===== config.mk =====
export PLATFORM = sky130hd
export DESIGN_NAME = sks_cell
export DESIGN_NICKNAME = d
export VERILOG_FILES = /design/src/design/sks_pkg.sv /design/src/design/sks_cell.sv
export SDC_FILE = /design/constraint.sdc
export NUM_CORES = 1
export LEC_CHECK = 0
export BUFFER_PORTS_ARGS = -buffer_cell sky130_fd_sc_hd__buf_2
export CORE_ASPECT_RATIO = 2
export CORE_MARGIN = 2
export CORE_UTILIZATION = 49
export DETAILED_ROUTE_END_ITERATION = 12
export GPL_ROUTABILITY_DRIVEN = 0
export PLACE_DENSITY = 0.87
export SLEW_MARGIN = 20
export SYNTH_ARGS = -nofsm -noshare
export SYNTH_HDL_FRONTEND = slang
export SYNTH_SLANG_ARGS = --single-unit

===== constraint.sdc =====
create_clock -name aclk -period 7.5 [get_ports aclk]
set_clock_uncertainty 0.2 [all_clocks]
set_input_delay 1.125 -clock aclk [delete_from_list [all_inputs] [get_ports aclk]]
set_output_delay 1.125 -clock aclk [all_outputs]
set_load 0.005 [all_outputs]

===== src/design/sks_pkg.sv =====
// shared types and constants for the sorted key set
// no dependencies; used by sks_cell and sorted_key_set
package sks_pkg;

    localparam int KEY_W        = 32;
    localparam int FUNC_W       = 2;
    localparam int OUT_COUNT_W  = 7;
    localparam int CAPACITY_DEF = 64;

    localparam logic [FUNC_W-1:0] FUNC_INSERT = 2'd0;
    localparam logic [FUNC_W-1:0] FUNC_DELETE = 2'd1;

    typedef enum logic [1:0] {
        CMD_HOLD,
        CMD_COMPARE,
        CMD_INSERT,
        CMD_DELETE
    } cell_cmd_t;

    typedef struct packed {
        cell_cmd_t                cmd;
        logic signed [KEY_W-1:0]  probe;
    } cell_ctl_t;

    typedef enum logic [1:0] {
        ST_IDLE,
        ST_REDUCE,
        ST_UPDATE
    } state_t;

endpackage


===== src/design/sks_cell.sv =====
// one storage cell of the sorted key row: holds a key, compares it with the
// broadcast probe and shifts keys with its neighbors; uses sks_pkg
module sks_cell #(
    parameter int INDEX = 0,
    parameter int CNT_W = 7
) (
    input  logic                               aclk,
    input  sks_pkg::cell_ctl_t                 ctl,
    input  logic [CNT_W-1:0]                   count,
    input  logic                               left_lt,
    input  logic signed [sks_pkg::KEY_W-1:0]   left_key,
    input  logic signed [sks_pkg::KEY_W-1:0]   right_key,
    output logic signed [sks_pkg::KEY_W-1:0]   key_out,
    output logic                               lt_out,
    output logic                               eq_out
);

    localparam logic [CNT_W-1:0] IDX = CNT_W'(INDEX);

    logic signed [sks_pkg::KEY_W-1:0] key_reg;
    logic                             lt_reg;
    logic                             eq_reg;
    logic                             occupied;

    assign occupied = (IDX < count);

    always_ff @(posedge aclk) begin
        unique case (ctl.cmd)
            sks_pkg::CMD_COMPARE: begin
                lt_reg <= occupied && (key_reg < ctl.probe);
                eq_reg <= occupied && (key_reg == ctl.probe);
            end
            sks_pkg::CMD_INSERT: begin
                // cells at or past the slot move one place up
                if (!lt_reg) begin
                    key_reg <= left_lt ? ctl.probe : left_key;
                end
            end
            sks_pkg::CMD_DELETE: begin
                // cells from the match onward pull the key from above
                if (!lt_reg) begin
                    key_reg <= right_key;
                end
            end
            sks_pkg::CMD_HOLD: begin
            end
            default: begin
            end
        endcase
    end

    assign key_out = key_reg;
    assign lt_out  = lt_reg;
    assign eq_out  = eq_reg;

endmodule


==> results of run 1 <==
worst paths after layout:
path                    startpoint                     to  slack (ps)
min               lt_out$_DFFE_PN_  key_out[25]$_DFFE_PP_         590
max reg2reg  key_out[14]$_DFFE_PP_       lt_out$_DFFE_PN_        5040
max                        ctl[15]       lt_out$_DFFE_PN_        4480
min reg2reg       lt_out$_DFFE_PN_  key_out[25]$_DFFE_PP_         590
per-stage QoR:
| stage | total power [µW] | cells |
|---|---|---|
| floorplan | 298 | 265 |
| finish | 477 | 459 |
| CTS | 482 | 459 |
| global route | 506 | 459 |
| global placement | 351 | 452 |
| detailed placement | 357 | 452 |
synthesized netlist by cell type:
master / n
a21o_1: 1
edfxtp_1: 34
nor2_1: 3
ha_1: 32
nor2b_1: 4
or4_4: 1
inv_1: 33
nand2b_1: 2
a31oi_1: 1
nor4_1: 2
nor4bb_1: 1
mux2_2: 1
o21ai_0: 38
a21oi_1: 14
nor4b_1: 1
a211oi_1: 2
clkbuf_1: 8
nand2_1: 42
buf_2: 3
and4_1: 2
o21ai_1: 1
and2_1: 1
nand4_1: 4
mux2i_1: 32
nor4_4: 1
o31a_1: 1
sequential cells by signal (all words and copies together), names as in the netlist:
register	cells
key_out	32
eq_out	1
lt_out	1
worst register-to-register path, stage by stage, from the launching register on:
cell and delay [ps]:
edfxtp_1 410, ha_1 310, nand4_1 160, nor4_1 440, o21ai_1 120, a31oi_1 210, mux2_2 360
final cells by class:
class | instances | area (µm²)
Fill cell | 438 | 1740
Multi-Input combinational cell | 187 | 1360
Sequential cell | 34 | 1020
Timing Repair Buffer | 140 | 701
Inverter | 33 | 124
Clock buffer | 7 | 76.3
Tap cell | 58 | 72.6
metal layers:
layer | wire, µm | up-vias | global-route usage [%] | share of wire [%]
li1 | - | 1214 | - | -
met1 | 2220 | 1104 | 22.3 | 33
met2 | 4000 | 87 | 46.9 | 59
met3 | 312 | 19 | 4.21 | 4.6
met4 | 198 | 0 | 10.6 | 2.9
met5 | 0 | - | 0 | 0
power by group:
part,internal [µW],leakage [µW],switching (µW)
sequential,226,0.000322,6.38
combinational,59.2,0.00135,61.4
clock,63.9,0.0000383,60.1
total,349,0.00171,128
kinds of logic after synthesis:
group | synth area share (%)
compound gates | 11.9
fa+ha+maj | 15.7
buf+inv | 6.64
flops | 40.1
mux | 13.0
simple gates | 12.5
==> flow_summary.toml, run 1 <==
[outcome]
status = "finished clean"

[logic_synthesis]
synth_nets = 404
synth_top_area_share_pct = 40.1
synth.largest_area_cell = "edfxtp_1"
avgSynthCellArea_um2 = 9.60
ys_types = 26
synth_seq_cells = 34
synth_seq_area_share_pct = 40.1
synth.area.top_cells = "edfxtp_1, ha_1, mux2i_1"
ys_warn_count = 0
netlist_area_um2 = 2540
netlist_instances = 265

[timing]
relSlewSlack_pct = 36.1
hold_violations = 0
period_needed_ps = 3020
maxSlewViolCount = 0
hold_ws_ps = 588
fmax_mhz = 331
fin_ws_ps = 4480
tightest_slew_ps = 959
finalSetupViolCount = 0
fin_setup_tns_ps = 0
period_share_pct = 40.3
grt_setup_unrepaired = "no"

[finish]
final_net_count = 540
drive_gt1_share_pct = 37.4
final_cell_mix = "buf_2, nand2_1, o21ai_0, edfxtp_1, inv_1"
area_delta_synth_final_pct = 32.0
final_util_pct = 65.9
layout_commonest_cell = "buf_2"
diodes = 0
stdcell_area_um2 = 3360

[clocking]
clock_tree.htree_level_count = 2
clk_pin_slew_ps = 70
cts.sinks = 34
cts.repair.resized = 0
ctsHoldBuffers = 0
post-cts-setup-buffers = 0
clock_latency_ps = 270
cts_buffers = 5
cts_tree = "done"
cts_root_buf = "clkbuf_8"
ctsLongestPathBuffers = 2

[die]
fp.dieH_um = 106
core_um2 = 5090
fp-row-count = 37
die_area_um2 = 5820
ios = 141
start_util_pct = 50.0
die_x_um = 54.9

[drt]
wl_mm = 6.73
final_antenna_net_count = 0
via_count = 2424
remaining_drc_errors = 0
dr.pass1.iters = 4
via_per_inst = 5.28
wl_per_cell_um = 14.7
drt_iter0_drc = 56

[setup_path]
max_stage_delay_ps = 440
path_delay_family = "simple AND/OR/NAND/NOR gates"
critPathSlowestCell = "nor4_1"
arrival_ps = 2850
cp_max_fo = 3
crit_chain = "buf_2 -> inv_1 -> ha_1 -> nand4_1 -> nor4_1 -> o21ai_1 -> a31oi_1 -> mux2_2"
crit_type = "in2reg"
startpoint_type = "input pin"
ff2ff_path_depth = 6
crit_cells = 8
cp_num_buf_inv = 2
end_kind = "flop"
worst_ep_required_time_ps = 7320

[placed_design]
dp_hpwl_mm = 5.48
post-place-ws_ps = 4180
io_buffers = 140
placement.cell_area_um2 = 3280

[grt]
grt_max_degree = 65
grt_pass1_wl_mm = 10.4
grt_pass1_vias = 2528
antenna_found_initial = 0
track_usage_pct = 24.3
grt_overflow = 0

[worst_hold_path]
hold_depth = 1
hp-class = "reg2reg"

[pwr]
leakagePower_uw = 0.00171
irDropWorstVdd_mv = 0.136
p_per_area_nw_per_um2 = 142

[job]
maxCapViolations = 0
Note: power is estimated with default switching activity, not from simulation.
==> inputs of run 2 (changes only) <==
--- a/config.mk
+++ b/config.mk
@@ -5,13 +5,14 @@
 export SDC_FILE = /design/constraint.sdc
 export NUM_CORES = 1
 export LEC_CHECK = 0
+export ABC_AREA = 1
 export BUFFER_PORTS_ARGS = -buffer_cell sky130_fd_sc_hd__buf_2
 export CORE_ASPECT_RATIO = 2
 export CORE_MARGIN = 2
-export CORE_UTILIZATION = 49
+export CORE_UTILIZATION = 46
 export DETAILED_ROUTE_END_ITERATION = 12
 export GPL_ROUTABILITY_DRIVEN = 0
-export PLACE_DENSITY = 0.87
+export PLACE_DENSITY = 0.81
 export SLEW_MARGIN = 20
 export SYNTH_ARGS = -nofsm -noshare
 export SYNTH_HDL_FRONTEND = slang
==> constraint.sdc (replaced) <==
create_clock -name aclk -period 2.9 [get_ports aclk]
set_clock_uncertainty 0.2 [all_clocks]
set_input_delay 0.435 -clock aclk [delete_from_list [all_inputs] [get_ports aclk]]
set_output_delay 0.435 -clock aclk [all_outputs]
set_load 0.005 [all_outputs]
==> run 2 against run 1 <==
  * Area after synthesis increased by 5.1%
  * Core utilization down 2.6 points
  * Final area increased by 6.8%
  * Non-clock buffer count is 6 higher
  * Sequential share of layout area is 1.9 points lower
  * Sequential cell count did not move
  * Register-to-register slack lost 4100 ps
  * Sequential power increased to 2.6 times the previous value
  * Routed wire length up 11%
  * Die area up 11%
  * First-iteration DRC count rose by 54%
==> flow_summary.toml, run 2 <==
[timing]
grt_setup_unrepaired = "no"
maxSlewViolCount = 0
relSlewSlack_pct = 60.5
period_share_pct = 67.1
finalSetupViolCount = 0
period_needed_ps = 1950
fin_setup_tns_ps = 0
fmax_mhz = 514
tightest_slew_ps = 593
hold_violations = 0

[die]
ios = 141
fp.dieH_um = 112
core_um2 = 5660
fp-row-count = 39
die_x_um = 57.9
die_area_um2 = 6480
start_util_pct = 47.2

[clocking]
clock_tree.htree_level_count = 2
post-cts-setup-buffers = 0
ctsLongestPathBuffers = 2
cts_buffers = 5
cts.sinks = 34
cts.repair.resized = 0
cts_root_buf = "clkbuf_16"
cts_tree = "done"
clock_latency_ps = 270
ctsHoldBuffers = 0
clk_pin_slew_ps = 60

[logic_synthesis]
ys_types = 22
synth_edf_count = 34
synth.largest_area_cell = "edfxtp_1"
yosysMostFrequentCell = "nand2_1"
synth.area.top_cells = "edfxtp_1, ha_1, nand2_1"
synth_nets = 478
synth_commonest_cells = "nand2_1, inv_1, edfxtp_1, nand3_1, ha_1"
synth_seq_area_share_pct = 38.2
synth_top_area_share_pct = 38.2
netlist_area_um2 = 2670
avgSynthCellArea_um2 = 7.89
async_reset_ff_share_pct = 0
netlist_instances = 339
synth_seq_cells = 34
ys_warn_count = 0
synthFlopType = "edfxtp_1"

[placed_design]
placement.cell_area_um2 = 3450
dp_hpwl_mm = 6.00
io_buffers = 140

[pwr]
irDropWorstVdd_mv = 0.336
p_seq_share_pct = 41.2
cell_internal_pwr_uw = 1070
leakagePower_uw = 0.00192
clkPwrFrac_pct = 33.9
p_per_area_nw_per_um2 = 412
switching_share_pct = 27.5
switchingPower_uw = 407
power_frac_comb_pct = 24.9

[setup_path]
end_kind = "flop"
crit_chain = "ha_1 -> nand2_1 -> nor2_2 -> nand2_1 -> nor2_1 -> nand2_1 -> nand4_1 -> nand2_1 -> nand2_1 -> nand2_1 -> nand2_1 -> nor2_1"
startpoint_type = "flop"
critPathSlowestCell = "edfxtp_1"
cp_num_buf_inv = 0
crit_type = "reg2reg"
worst_ep_required_time_ps = 2730
arrival_ps = 1780
cp_max_fo = 2
reg2reg_slack_ps = 950
max_stage_delay_ps = 410
cp_common_cell = "nand2_1"
path_delay_family = "simple AND/OR/NAND/NOR gates"

[finish]
area_delta_synth_final_pct = 34.1
ff_latch_area_um2 = 1020
largest_reg_flops = 32
stdcell_area_um2 = 3580
final_net_count = 613
diodes = 0
multi_input_area_um2 = 1420
final_util_pct = 63.3
final_cell_mix = "buf_2, nand2_1, inv_1, edfxtp_1, nand3_1"
fill_cells = 525
layout_commonest_cell = "buf_2"
drive_gt1_share_pct = 33.9

[grt]
grt_max_degree = 36
grt_overflow = 0
antenna_found_initial = 0
grt_pass1_wl_mm = 12.1
grt_pass1_vias = 2901
track_usage_pct = 24.0

[drt]
via_per_inst = 5.16
remaining_drc_errors = 0
via_count = 2768
final_antenna_net_count = 0
drt_iter0_drc = 86
wl_mm = 7.46
wl_per_cell_um = 13.9
dr.pass1.iters = 4

[job]
maxCapViolations = 0

[outcome]
status = "finished clean"

[worst_hold_path]
hp-class = "in2reg"
run 2: final timing paths:
| path | from | end | depth (start not counted) |
|---|---|---|---|
| max reg2reg | key_out[14]$_DFFE_PP_ | lt_out$_DFFE_PN_ | 12 |
| max | key_out[14]$_DFFE_PP_ | lt_out$_DFFE_PN_ | 12 |
| min | right_key[29] | key_out[29]$_DFFE_PP_ | 3 |
| min reg2reg | lt_out$_DFFE_PN_ | key_out[24]$_DFFE_PP_ | 1 |
run 2: per-stage QoR:
| step | hold slack, ps | total power [µW] | worst slack, ps | instances |
|---|---|---|---|---|
| after detailed placement | 541 | 989 | 767 | 528 |
| after floorplan | 449 | 824 | 616 | 339 |
| final | 259 | 1480 | 955 | 536 |
| after CTS | 256 | 1490 | 930 | 536 |
| after global placement | 535 | 976 | 816 | 528 |
| after global routing | 263 | 1560 | 768 | 536 |
run 2: cells by family after synthesis:
| group | Yosys count | share of synthesized area [%] |
|---|---|---|
| AOI/OAI and AO/OA | 50 | 12.5 |
| adders and majority gates | 32 | 15.0 |
| buffers and inverters | 64 | 9.17 |
| and+or+nand+nor | 159 | 25.2 |
| DFF | 34 | 38.2 |
run 2: layer usage:
metal / track usage [%] / vias to the layer above / routed length, µm
met5: 0 / - / 0
li1: - / 1415 / -
met4: 9.15 / 0 / 170
met3: 4.18 / 12 / 335
met1: 23.1 / 1258 / 2590
met2: 47.2 / 83 / 4360
run 2: layout make-up:
type	count	area share, %
clock buffers	6	3.60
clock inverters	2	0.244
inverters	46	4.82
multi-input cells	241	39.6
flip-flops and latches	34	28.5
well taps	61	2.13
repair buffers	146	21.2
run 2: worst min-delay path, delay by kind of cell:
family                 cells  cell delay (ps)
AND/OR/NAND/NOR            2              120
buffers and inverters      1               70
run 2: power by group through the flow:
| stage | Combinational (µW) | Sequential, µW | Clock, µW |
|---|---|---|---|
| after CTS | 372 | 609 | 513 |
| after floorplan | 204 | 621 | 0 |
| final | 368 | 609 | 502 |
| after detailed placement | 370 | 619 | 0 |
| after global routing | 423 | 613 | 524 |
| after global placement | 359 | 617 | 0 |
